--- config.mk ---
export PLATFORM = sky130hd
export DESIGN_NAME = ycbcr_to_rgb_subsampled
export DESIGN_NICKNAME = d
export VERILOG_FILES = /design/src/hdl/ycc2rgb_pkg.sv /design/src/hdl/ycc2rgb_front.sv /design/src/hdl/ycc2rgb_queue.sv /design/src/hdl/ycc2rgb_back.sv /design/src/hdl/ycbcr_to_rgb_subsampled.sv
export SDC_FILE = /design/constraint.sdc
export NUM_CORES = 2
export LEC_CHECK = 0
export BUFFER_PORTS_ARGS = -buffer_cell sky130_fd_sc_hd__buf_2
export CAP_MARGIN = 20
export CORE_MARGIN = 10
export CORE_UTILIZATION = 45
export DETAILED_ROUTE_END_ITERATION = 10
export PLACE_DENSITY_LB_ADDON = 0.12
export SETUP_SLACK_MARGIN = 0.05
export SYNTH_ARGS = -nofsm -noshare
export SYNTH_HDL_FRONTEND = slang
export SYNTH_SLANG_ARGS = --single-unit
--- constraint.sdc ---
create_clock -name clock -period 10.3 [get_ports clock]
set_input_delay 2.06 -clock clock [delete_from_list [all_inputs] [get_ports clock]]
set_output_delay 2.06 -clock clock [all_outputs]
set_load 0.01 [all_outputs]
--- src/hdl/ycc2rgb_pkg.sv ---
// ============================================================================
// ycc2rgb_pkg
// Shared types, constants and arithmetic helpers of the YCbCr to RGB block.
// ============================================================================
package ycc2rgb_pkg;

   localparam int FRAC_BITS  = 16;
   localparam int SAMPLE_W   = 16;
   localparam int CHROMA_W   = SAMPLE_W + 1;
   localparam int COEF_W     = FRAC_BITS + 2;
   localparam int PROD_W     = COEF_W + CHROMA_W;
   localparam int GSUM_W     = PROD_W + 1;
   localparam int TERM_W     = GSUM_W - FRAC_BITS;
   localparam int SUM_W      = TERM_W + 1;

   localparam int PREC_W     = 5;
   localparam int MODE_W     = 2;
   localparam int POS_W      = 2;
   localparam int LUMA_COUNT = 4;

   localparam int CSR_INDEX_W = 2;
   localparam int CSR_DATA_W  = 8;

   localparam int QUEUE_DEPTH = 2;
   localparam int QPTR_W      = $clog2(QUEUE_DEPTH);
   localparam int QCNT_W      = $clog2(QUEUE_DEPTH + 1);

   // Coefficients, nearest integer to c * 2^FRAC_BITS with ties rounded up
   localparam logic signed [COEF_W-1:0] K_CR_R =
      COEF_W'(((64'd1402 << FRAC_BITS) + 64'd500) / 64'd1000);
   localparam logic signed [COEF_W-1:0] K_CB_G =
      COEF_W'(((64'd344 << FRAC_BITS) + 64'd500) / 64'd1000);
   localparam logic signed [COEF_W-1:0] K_CR_G =
      COEF_W'(((64'd714 << FRAC_BITS) + 64'd500) / 64'd1000);
   localparam logic signed [COEF_W-1:0] K_CB_B =
      COEF_W'(((64'd1772 << FRAC_BITS) + 64'd500) / 64'd1000);

   localparam logic [GSUM_W:0] TRUNC_BIAS = (GSUM_W + 1)'((64'd1 << FRAC_BITS) - 64'd1);

   // Chroma layouts
   localparam logic [MODE_W-1:0] MODE_444 = 2'd0;
   localparam logic [MODE_W-1:0] MODE_422 = 2'd1;
   localparam logic [MODE_W-1:0] MODE_420 = 2'd2;

   // Register indexes
   localparam logic [CSR_INDEX_W-1:0] CSR_CHROMA_MODE      = 2'd0;
   localparam logic [CSR_INDEX_W-1:0] CSR_SAMPLE_PRECISION = 2'd1;

   localparam logic [PREC_W-1:0] PRECISION_RESET = 5'd8;
   localparam logic [PREC_W-1:0] PRECISION_MIN   = 5'd1;
   localparam logic [PREC_W-1:0] PRECISION_MAX   = 5'd16;

   // Pixel positions
   localparam logic [POS_W-1:0] POS_TOP_LEFT     = 2'd0;
   localparam logic [POS_W-1:0] POS_TOP_RIGHT    = 2'd1;
   localparam logic [POS_W-1:0] POS_BOTTOM_LEFT  = 2'd2;
   localparam logic [POS_W-1:0] POS_BOTTOM_RIGHT = 2'd3;

   typedef struct packed {
      logic [SAMPLE_W-1:0] luma_top_left;
      logic [SAMPLE_W-1:0] luma_top_right;
      logic [SAMPLE_W-1:0] luma_bottom_left;
      logic [SAMPLE_W-1:0] luma_bottom_right;
      logic [SAMPLE_W-1:0] chroma_blue;
      logic [SAMPLE_W-1:0] chroma_red;
   } req_type;

   typedef struct packed {
      logic [SAMPLE_W-1:0] red;
      logic [SAMPLE_W-1:0] green;
      logic [SAMPLE_W-1:0] blue;
      logic [POS_W-1:0]    pixel_position;
      logic                last_of_item;
   } rsp_type;

   typedef struct packed {
      logic [MODE_W-1:0] chroma_mode;
      logic [PREC_W-1:0] sample_precision;
   } cfg_type;

   // One classified item as it travels from the front to the back
   typedef struct packed {
      logic [LUMA_COUNT-1:0][SAMPLE_W-1:0] luma;
      logic [CHROMA_W-1:0]                 cb_centered;
      logic [CHROMA_W-1:0]                 cr_centered;
      logic [POS_W-1:0]                    last_pos;
      logic [SAMPLE_W-1:0]                 upper;
   } job_type;

   // Divide by 2^FRAC_BITS, rounding toward zero
   function automatic logic signed [TERM_W-1:0] trunc_term(
      input logic signed [GSUM_W-1:0] v);
      logic [GSUM_W:0]        biased;
      logic signed [GSUM_W:0] shifted;
      biased  = {v[GSUM_W-1], v} + (v[GSUM_W-1] ? TRUNC_BIAS : '0);
      shifted = $signed(biased) >>> FRAC_BITS;
      return TERM_W'(shifted);
   endfunction

   // Clamp to 0 .. upper
   function automatic logic [SAMPLE_W-1:0] clamp_channel(
      input logic signed [SUM_W-1:0] s,
      input logic [SAMPLE_W-1:0]     upper);
      logic [SUM_W-1:0] upper_ext;
      upper_ext = SUM_W'(upper);
      if (s[SUM_W-1]) begin
         return '0;
      end else if (SUM_W'(s) > upper_ext) begin
         return upper;
      end else begin
         return s[SAMPLE_W-1:0];
      end
   endfunction

endpackage

--- src/hdl/ycc2rgb_front.sv ---
// ============================================================================
// ycc2rgb_front
// Accepts items, resolves the chroma layout and precision, centers chroma.
// ============================================================================
module ycc2rgb_front (
   input  logic                  clock,
   input  logic                  reset,
   input  logic                  start,
   output logic                  busy,
   input  ycc2rgb_pkg::req_type  req_data,
   input  ycc2rgb_pkg::cfg_type  cfg,
   output logic                  push,
   output ycc2rgb_pkg::job_type  push_job,
   input  logic                  queue_full
);

   logic                 f_valid_ff, f_valid_in;
   ycc2rgb_pkg::job_type f_job_ff, f_job_in;
   logic                 accept;

   logic [ycc2rgb_pkg::PREC_W-1:0]   prec_eff;
   logic [ycc2rgb_pkg::CHROMA_W-1:0] scale;
   logic [ycc2rgb_pkg::CHROMA_W-1:0] offset;

   assign busy   = f_valid_ff && queue_full;
   assign accept = start && !busy;
   assign push   = f_valid_ff && !queue_full;
   assign push_job = f_job_ff;

   always_comb begin
      if (cfg.sample_precision < ycc2rgb_pkg::PRECISION_MIN) begin
         prec_eff = ycc2rgb_pkg::PRECISION_MIN;
      end else if (cfg.sample_precision > ycc2rgb_pkg::PRECISION_MAX) begin
         prec_eff = ycc2rgb_pkg::PRECISION_MAX;
      end else begin
         prec_eff = cfg.sample_precision;
      end
      scale  = ycc2rgb_pkg::CHROMA_W'(1) << prec_eff;
      offset = scale >> 1;

      f_job_in.luma[0] = req_data.luma_top_left;
      f_job_in.luma[1] = req_data.luma_top_right;
      f_job_in.luma[2] = req_data.luma_bottom_left;
      f_job_in.luma[3] = req_data.luma_bottom_right;
      f_job_in.cb_centered = {1'b0, req_data.chroma_blue} - offset;
      f_job_in.cr_centered = {1'b0, req_data.chroma_red} - offset;
      f_job_in.upper = ycc2rgb_pkg::SAMPLE_W'(scale - ycc2rgb_pkg::CHROMA_W'(1));
      case (cfg.chroma_mode)
         ycc2rgb_pkg::MODE_422: f_job_in.last_pos = ycc2rgb_pkg::POS_TOP_RIGHT;
         ycc2rgb_pkg::MODE_420: f_job_in.last_pos = ycc2rgb_pkg::POS_BOTTOM_RIGHT;
         default:               f_job_in.last_pos = ycc2rgb_pkg::POS_TOP_LEFT;
      endcase
   end

   always_comb begin
      if (accept) begin
         f_valid_in = 1'b1;
      end else if (push) begin
         f_valid_in = 1'b0;
      end else begin
         f_valid_in = f_valid_ff;
      end
   end

   always_ff @(posedge clock) begin
      if (reset) begin
         f_valid_ff <= 1'b0;
      end else begin
         f_valid_ff <= f_valid_in;
      end
   end

   always_ff @(posedge clock) begin
      if (accept) begin
         f_job_ff <= f_job_in;
      end
   end

   a_busy_holds_item: assert property (@(posedge clock) disable iff (reset)
      busy |=> f_valid_ff)
      else $error("front dropped a held item while busy");

endmodule

--- src/hdl/ycc2rgb_queue.sv ---
// ============================================================================
// ycc2rgb_queue
// Short FIFO of classified items between the front and the back.
// ============================================================================
module ycc2rgb_queue (
   input  logic                  clock,
   input  logic                  reset,
   input  logic                  push,
   input  ycc2rgb_pkg::job_type  push_job,
   output logic                  full,
   input  logic                  pop,
   output logic                  head_valid,
   output ycc2rgb_pkg::job_type  head_job
);

   ycc2rgb_pkg::job_type mem_ff [ycc2rgb_pkg::QUEUE_DEPTH];

   logic [ycc2rgb_pkg::QPTR_W-1:0] wr_ptr_ff, wr_ptr_in;
   logic [ycc2rgb_pkg::QPTR_W-1:0] rd_ptr_ff, rd_ptr_in;
   logic [ycc2rgb_pkg::QCNT_W-1:0] count_ff, count_in;

   localparam logic [ycc2rgb_pkg::QPTR_W-1:0] PTR_LAST =
      ycc2rgb_pkg::QPTR_W'(ycc2rgb_pkg::QUEUE_DEPTH - 1);
   localparam logic [ycc2rgb_pkg::QCNT_W-1:0] COUNT_FULL =
      ycc2rgb_pkg::QCNT_W'(ycc2rgb_pkg::QUEUE_DEPTH);

   assign full       = (count_ff == COUNT_FULL);
   assign head_valid = (count_ff != '0);
   assign head_job   = mem_ff[rd_ptr_ff];

   always_comb begin
      wr_ptr_in = wr_ptr_ff;
      rd_ptr_in = rd_ptr_ff;
      count_in  = count_ff;
      if (push) begin
         wr_ptr_in = (wr_ptr_ff == PTR_LAST) ? '0 : wr_ptr_ff + 1'b1;
      end
      if (pop) begin
         rd_ptr_in = (rd_ptr_ff == PTR_LAST) ? '0 : rd_ptr_ff + 1'b1;
      end
      if (push && !pop) begin
         count_in = count_ff + 1'b1;
      end else if (pop && !push) begin
         count_in = count_ff - 1'b1;
      end
   end

   always_ff @(posedge clock) begin
      if (reset) begin
         wr_ptr_ff <= '0;
         rd_ptr_ff <= '0;
         count_ff  <= '0;
      end else begin
         wr_ptr_ff <= wr_ptr_in;
         rd_ptr_ff <= rd_ptr_in;
         count_ff  <= count_in;
      end
   end

   always_ff @(posedge clock) begin
      if (push) begin
         mem_ff[wr_ptr_ff] <= push_job;
      end
   end

   a_no_overflow: assert property (@(posedge clock) disable iff (reset)
      push |-> !full)
      else $error("push into a full queue");

   a_no_underflow: assert property (@(posedge clock) disable iff (reset)
      pop |-> head_valid)
      else $error("pop from an empty queue");

endmodule

--- src/hdl/ycc2rgb_back.sv ---
// ============================================================================
// ycc2rgb_back
// Chroma products per item, then one clamped pixel per cycle to the output.
// ============================================================================
module ycc2rgb_back (
   input  logic                  clock,
   input  logic                  reset,
   input  logic                  head_valid,
   input  ycc2rgb_pkg::job_type  head_job,
   output logic                  pop,
   output logic                  rsp_valid,
   output ycc2rgb_pkg::rsp_type  rsp_data
);

   // product stage
   logic                                         p_valid_ff, p_valid_in;
   logic signed [ycc2rgb_pkg::PROD_W-1:0]        p_r_ff, p_gb_ff, p_gr_ff, p_b_ff;
   logic signed [ycc2rgb_pkg::PROD_W-1:0]        p_r_in, p_gb_in, p_gr_in, p_b_in;
   logic [ycc2rgb_pkg::LUMA_COUNT-1:0][ycc2rgb_pkg::SAMPLE_W-1:0] p_luma_ff;
   logic [ycc2rgb_pkg::POS_W-1:0]                p_last_ff;
   logic [ycc2rgb_pkg::SAMPLE_W-1:0]             p_upper_ff;
   logic signed [ycc2rgb_pkg::CHROMA_W-1:0]      cbc, crc;

   // pixel stage
   logic                                         t_valid_ff, t_valid_in;
   logic signed [ycc2rgb_pkg::TERM_W-1:0]        t_r_ff, t_g_ff, t_b_ff;
   logic signed [ycc2rgb_pkg::TERM_W-1:0]        t_r_in, t_g_in, t_b_in;
   logic [ycc2rgb_pkg::LUMA_COUNT-1:0][ycc2rgb_pkg::SAMPLE_W-1:0] t_luma_ff;
   logic [ycc2rgb_pkg::POS_W-1:0]                t_last_ff;
   logic [ycc2rgb_pkg::SAMPLE_W-1:0]             t_upper_ff;
   logic [ycc2rgb_pkg::POS_W-1:0]                t_pos_ff, t_pos_in;
   logic signed [ycc2rgb_pkg::GSUM_W-1:0]        g_sum;

   logic                                         t_done, t_free, p_adv;
   logic [ycc2rgb_pkg::SAMPLE_W-1:0]             y;
   logic signed [ycc2rgb_pkg::SUM_W-1:0]         y_ext, r_sum, g_sum_pix, b_sum;

   logic                                         rsp_valid_ff;
   ycc2rgb_pkg::rsp_type                         rsp_ff, rsp_in;

   assign t_done = t_valid_ff && (t_pos_ff == t_last_ff);
   assign t_free = !t_valid_ff || t_done;
   assign p_adv  = p_valid_ff && t_free;
   assign pop    = head_valid && (!p_valid_ff || p_adv);

   assign cbc = $signed(head_job.cb_centered);
   assign crc = $signed(head_job.cr_centered);

   always_comb begin
      p_r_in  = ycc2rgb_pkg::K_CR_R * crc;
      p_gb_in = ycc2rgb_pkg::K_CB_G * cbc;
      p_gr_in = ycc2rgb_pkg::K_CR_G * crc;
      p_b_in  = ycc2rgb_pkg::K_CB_B * cbc;
   end

   // G sums both products at full precision before truncation
   always_comb begin
      g_sum  = ycc2rgb_pkg::GSUM_W'(p_gb_ff) + ycc2rgb_pkg::GSUM_W'(p_gr_ff);
      t_r_in = ycc2rgb_pkg::trunc_term(ycc2rgb_pkg::GSUM_W'(p_r_ff));
      t_g_in = ycc2rgb_pkg::trunc_term(g_sum);
      t_b_in = ycc2rgb_pkg::trunc_term(ycc2rgb_pkg::GSUM_W'(p_b_ff));
   end

   always_comb begin
      if (pop) begin
         p_valid_in = 1'b1;
      end else if (p_adv) begin
         p_valid_in = 1'b0;
      end else begin
         p_valid_in = p_valid_ff;
      end

      if (p_adv) begin
         t_valid_in = 1'b1;
      end else if (t_done) begin
         t_valid_in = 1'b0;
      end else begin
         t_valid_in = t_valid_ff;
      end

      if (t_done || !t_valid_ff) begin
         t_pos_in = ycc2rgb_pkg::POS_TOP_LEFT;
      end else begin
         t_pos_in = t_pos_ff + 1'b1;
      end
   end

   // Pixel arithmetic for the current position
   always_comb begin
      y         = t_luma_ff[t_pos_ff];
      y_ext     = $signed({{(ycc2rgb_pkg::SUM_W - ycc2rgb_pkg::SAMPLE_W){1'b0}}, y});
      r_sum     = y_ext + ycc2rgb_pkg::SUM_W'(t_r_ff);
      g_sum_pix = y_ext - ycc2rgb_pkg::SUM_W'(t_g_ff);
      b_sum     = y_ext + ycc2rgb_pkg::SUM_W'(t_b_ff);

      rsp_in.red            = ycc2rgb_pkg::clamp_channel(r_sum, t_upper_ff);
      rsp_in.green          = ycc2rgb_pkg::clamp_channel(g_sum_pix, t_upper_ff);
      rsp_in.blue           = ycc2rgb_pkg::clamp_channel(b_sum, t_upper_ff);
      rsp_in.pixel_position = t_pos_ff;
      rsp_in.last_of_item   = (t_pos_ff == t_last_ff);
   end

   always_ff @(posedge clock) begin
      if (reset) begin
         p_valid_ff   <= 1'b0;
         t_valid_ff   <= 1'b0;
         t_pos_ff     <= ycc2rgb_pkg::POS_TOP_LEFT;
         rsp_valid_ff <= 1'b0;
      end else begin
         p_valid_ff   <= p_valid_in;
         t_valid_ff   <= t_valid_in;
         t_pos_ff     <= t_pos_in;
         rsp_valid_ff <= t_valid_ff;
      end
   end

   always_ff @(posedge clock) begin
      if (pop) begin
         p_r_ff     <= p_r_in;
         p_gb_ff    <= p_gb_in;
         p_gr_ff    <= p_gr_in;
         p_b_ff     <= p_b_in;
         p_luma_ff  <= head_job.luma;
         p_last_ff  <= head_job.last_pos;
         p_upper_ff <= head_job.upper;
      end
      if (p_adv) begin
         t_r_ff     <= t_r_in;
         t_g_ff     <= t_g_in;
         t_b_ff     <= t_b_in;
         t_luma_ff  <= p_luma_ff;
         t_last_ff  <= p_last_ff;
         t_upper_ff <= p_upper_ff;
      end
      if (t_valid_ff) begin
         rsp_ff <= rsp_in;
      end
   end

   assign rsp_valid = rsp_valid_ff;
   assign rsp_data  = rsp_ff;

   a_last_position: assert property (@(posedge clock) disable iff (reset)
      rsp_valid_ff && rsp_ff.last_of_item |->
         (rsp_ff.pixel_position == ycc2rgb_pkg::POS_TOP_LEFT) ||
         (rsp_ff.pixel_position == ycc2rgb_pkg::POS_TOP_RIGHT) ||
         (rsp_ff.pixel_position == ycc2rgb_pkg::POS_BOTTOM_RIGHT))
      else $error("item ended on an impossible pixel position");

   a_pixels_contiguous: assert property (@(posedge clock) disable iff (reset)
      rsp_valid_ff && !rsp_ff.last_of_item |=>
         rsp_valid_ff && (rsp_ff.pixel_position == $past(rsp_ff.pixel_position) + 2'd1))
      else $error("pixels of one item not emitted back to back");

endmodule

--- src/hdl/ycbcr_to_rgb_subsampled.sv ---
// ============================================================================
// ycbcr_to_rgb_subsampled
// YCbCr to RGB conversion for 4:4:4, 4:2:2 and 4:2:0 items, 1..16 bit samples.
// ============================================================================
//
//   channel   ports                          handshake
//   -------   ----------------------------   ----------------------------------
//   request   start, busy, req_data          word taken when start && !busy
//   response  rsp_valid, rsp_data            one word per strobe, no stall
//   config    csr_valid, csr_ready,          write when csr_valid && csr_ready
//             csr_index, csr_data            (csr_ready is always high)
//
// An item yields 1, 2 or 4 pixels for 4:4:4, 4:2:2 or 4:2:0, and the pixel
// stage emits one pixel per cycle; a new item can be taken every cycle while
// the queue has room. The first pixel reaches the result ports through the
// front register (loaded at the edge that takes the item), queue, product
// register, pixel register and output register, in that order.
// Reset is synchronous and clears all valid flags and the queue; registers
// return to 4:4:4 and 8-bit precision. The receiver cannot stall; busy rises
// only when the front holds an item and the queue is full.
//
module ycbcr_to_rgb_subsampled (
   input  logic                                   clock,
   input  logic                                   reset,

   input  logic                                   start,
   output logic                                   busy,
   input  ycc2rgb_pkg::req_type                   req_data,

   output logic                                   rsp_valid,
   output ycc2rgb_pkg::rsp_type                   rsp_data,

   input  logic                                   csr_valid,
   output logic                                   csr_ready,
   input  logic [ycc2rgb_pkg::CSR_INDEX_W-1:0]    csr_index,
   input  logic [ycc2rgb_pkg::CSR_DATA_W-1:0]     csr_data
);

   // Configuration registers
   ycc2rgb_pkg::cfg_type cfg_ff, cfg_in;
   logic                 csr_write;

   // Front to queue, queue to back
   logic                 push;
   ycc2rgb_pkg::job_type push_job;
   logic                 queue_full;
   logic                 pop;
   logic                 head_valid;
   ycc2rgb_pkg::job_type head_job;

   assign csr_ready = 1'b1;
   assign csr_write = csr_valid && csr_ready;

   // Write the addressed register; drop writes to unknown indexes
   always_comb begin
      cfg_in = cfg_ff;
      if (csr_write) begin
         case (csr_index)
            ycc2rgb_pkg::CSR_CHROMA_MODE: begin
               cfg_in.chroma_mode = csr_data[ycc2rgb_pkg::MODE_W-1:0];
            end
            ycc2rgb_pkg::CSR_SAMPLE_PRECISION: begin
               cfg_in.sample_precision = csr_data[ycc2rgb_pkg::PREC_W-1:0];
            end
            default: begin
               cfg_in = cfg_ff;
            end
         endcase
      end
   end

   always_ff @(posedge clock) begin
      if (reset) begin
         cfg_ff.chroma_mode      <= ycc2rgb_pkg::MODE_444;
         cfg_ff.sample_precision <= ycc2rgb_pkg::PRECISION_RESET;
      end else begin
         cfg_ff <= cfg_in;
      end
   end

   // Accept and classify
   ycc2rgb_front u_front (
      .clock      (clock),
      .reset      (reset),
      .start      (start),
      .busy       (busy),
      .req_data   (req_data),
      .cfg        (cfg_ff),
      .push       (push),
      .push_job   (push_job),
      .queue_full (queue_full)
   );

   // Decouple front and back
   ycc2rgb_queue u_queue (
      .clock      (clock),
      .reset      (reset),
      .push       (push),
      .push_job   (push_job),
      .full       (queue_full),
      .pop        (pop),
      .head_valid (head_valid),
      .head_job   (head_job)
   );

   // Multiply, truncate, add luma, clamp, emit
   ycc2rgb_back u_back (
      .clock      (clock),
      .reset      (reset),
      .head_valid (head_valid),
      .head_job   (head_job),
      .pop        (pop),
      .rsp_valid  (rsp_valid),
      .rsp_data   (rsp_data)
   );

endmodule
==> flow_summary.yaml <==
logic_synthesis:
  synth-xor-area-share: 0.0412
  synth-seq-cells: 764
  synth_edf_count: 746
  postSynth.asyncResetShare: 0
  synth_top_area_cell: "edfxtp_1"
  synth-adder-area-share: 0.275
  yosysTopAreaCellShare: 0.441
  yosys-top-cells-area: "edfxtp_1, ha_1, fa_1"
  synthCells: 4062
  syn_area_per_cell_sq_um: 12.5
  ys_seq_area_frac: 0.449
  synth_flop_cell: "edfxtp_1"
  synth_area_sq_mm: 0.0507
  synth_top_family_by_area: "adder cells"
  synth_compound_area_frac: 0.0809
  ys_warn_count: 0
  synth.distinct_cells: 81
  muxShareOfSynthArea: 0.0403
  synthSimpleGateAreaFrac: 0.0609
die:
  die_h_microns: 356
  row_count: 123
  chipWidth_microns: 356
  die_area_sq_mm: 0.127
  initial_utilization: 0.452
  ios: 164
  core_area_sq_mm: 0.112
setup_path:
  worstPathArrival_ns: 8.55
  cp.required_ns: 10.71
  critical_path_buf_inv_count: 5
  crit_path_end_kind: "flop"
  crit_family: "adder cells"
  max_stage_delay_ns: 0.76
  cp_max_fo: 34
  worstPathCellList: "mux2i_1, inv_1, ha_1, inv_1, fa_1, inv_1, fa_1, fa_1, fa_1, inv_1, fa_1, inv_1, ha_1, a21o_1, a21o_1, a21oi_1, o21ai_0, a21o_1, a221oi_1, o211ai_1, a31o_2, a21oi_1, xnor2_1"
  startpoint_type: "flop"
  cp_slowest_cell: "dfxtp_4"
  critical_path_class: "flop to flop"
timing:
  grt_setup_unrepaired: "false"
  timing.final.crit_share: 0.790
  tns_ns: 0
  max_slew_margin: 0.315
  worstMarginPinSlew_ns: 1.03
  max_clock_freq_ghz: 0.123
  hold_viol: 0
  setup_viol: 0
  fin_crit_ns: 8.14
  skew_ns: 0.0383
  report.final.slew_viol_count: 0
route:
  dr_total_vias: 30500
  viasPerCell: 5.20
  drtIter0Drc: 1943
  drtAntennaViolNets: 0
  dr.pass1.iters: 6
  drc_errors: 0
  detail_route.wl_per_cell_microns: 20.2
  routed_wirelength_mm: 118
global_routing:
  antenna_found_initial: 1
  grt_max_degree: 97
  grt_pass1_vias: 31100
  overflow: 0
  grt_pass1_wl_mm: 183
  grt_usage: 0.188
clock_network:
  post-cts-setup-buffers: 0
  post_cts_resized: 0
  path_clk_slew_ns: 0.07
  clk_latency_ns: 0.66
  clock-root-buffer: "clkbuf_16"
  cts.path.max_buffers: 3
  cts.sinks: 764
  cts_max_level: 3
  cts_tree: "built"
  cts_buffers: 82
  cts_hold_buf: 0
placement:
  dp_hpwl_mm: 93.4
  portBuffers: 159
  place_inst: 5704
  place_congestion: 0.890
finish:
  fill_cells: 9909
  final_cell_mix: "edfxtp_1, inv_1, ha_1"
  synthToLayoutAreaGrowth_pct: 10.6
  finalNonFillerCells: 5855
  ff_latch_area_sq_mm: 0.0228
  multi_input_area_sq_mm: 0.0254
  drive_above_1_share: 0.107
  final_common_cell: "edfxtp_1"
  finalNetCount: 5336
hold_path:
  min_path_type: "flop to flop"
run_status:
  status: "finished clean"
run:
  max_cap_violations: 0
-- metal layers --
metal,up-vias,global-route usage,wire length [microns]
li1,14800,-,-
met1,15000,0.266,56100
met2,514,0.299,54000
met3,148,0.0253,4420
met4,0,0.0573,3510
met5,-,0,0
-- cell type report --
type | instances | area share
flip-flops and latches | 764 | 0.405
multi-input cells | 2589 | 0.452
clock buffers | 101 | 0.0387
repair buffers | 192 | 0.0185
well taps | 1500 | 0.0334
inverters | 660 | 0.0443
diodes | 3 | 0.000134
clock inverters | 46 | 0.00793
-- worst register-to-register path, stage by stage (launching register included) --
cell and delay (ns):
dfxtp_4 0.76, mux2i_1 0.74, inv_1 0.37, ha_1 0.51
inv_1 0.16, fa_1 0.53, inv_1 0.06, fa_1 0.54
fa_1 0.46, fa_1 0.55, inv_1 0.05, fa_1 0.52
inv_1 0.04, ha_1 0.35, a21o_1 0.18, a21o_1 0.17
a21oi_1 0.15, o21ai_0 0.11, a21o_1 0.23, a221oi_1 0.63
o211ai_1 0.25, a31o_2 0.27, a21oi_1 0.17, xnor2_1 0.10
-- registers in the layout, indices dropped and copies added, names as in the netlist, 20 cells and up, named ones only --
register          flops
u_queue.mem_ff      232
u_back.p_b_ff        30
u_back.p_gb_ff       29
u_back.rsp_data      51
u_front.push_job    116
u_back.p_r_ff        30
u_back.p_gr_ff       34
u_back.p_luma_ff     64
u_back.t_r_ff        20
u_back.t_b_ff        20
u_back.t_g_ff        20
u_back.t_luma_ff     64
-- Yosys cell counts, types with 29 or more instances --
| master | n |
|---|---|
| fa_1 | 300 |
| ha_1 | 637 |
| nor2_1 | 175 |
| a21oi_1 | 167 |
| inv_1 | 660 |
| mux2_2 | 105 |
| a21o_1 | 102 |
| nor3_1 | 47 |
| nand3_1 | 61 |
| xor2_1 | 74 |
| nand4_1 | 37 |
| nor2b_1 | 37 |
| xnor2_1 | 165 |
| mux2i_1 | 50 |
| o21ai_0 | 112 |
| and2_1 | 29 |
| edfxtp_1 | 746 |
| o21a_1 | 34 |
| nand2_1 | 128 |
| clkbuf_1 | 42 |
-- cells by family (layout without fill, tap and decap cells) --
family,Yosys count,in the layout
AND/OR/NAND/NOR,623,623
multiplexers,171,171
adder cells (fa/ha/maj),937,937
flip-flops,764,764
XOR/XNOR,239,239
AO/OA/AOI/OAI,616,616
other,1,6
buffers and inverters,711,999
-- metrics by stage --
stage | hold WS, ns | area [sq um] | setup WS (ns) | util
2_1_floorplan | 0.400 | 50800 | 2.60 | -
3_3_place_gp | 0.400 | 53500 | 2.06 | 0.477
3_5_place_dp | 0.405 | 53500 | 2.10 | 0.477
4_1_cts | 0.410 | 56100 | 2.09 | 0.500
5_1_grt | 0.415 | 56100 | 1.60 | 0.500
6_report | 0.408 | 56200 | 2.16 | 0.501
-- path summary, 6_finish.rpt --
path	cells past startpoint	slack, ns	startpoint	end
max	23	2.16	flop	u_back.p_r_ff[33]$_DFFE_PP_
min	0	0.41	u_back.p_luma_ff[58]$_DFFE_PP_	u_back.t_luma_ff[58]$_DFFE_PP_
max reg2reg	23	2.16	flop	u_back.p_r_ff[33]$_DFFE_PP_
min reg2reg	0	0.41	u_back.p_luma_ff[58]$_DFFE_PP_	u_back.t_luma_ff[58]$_DFFE_PP_
Power is left out: the tool's default activity adds up to more than one toggle a clock period on the data nets, which glitch-free logic cannot reach.
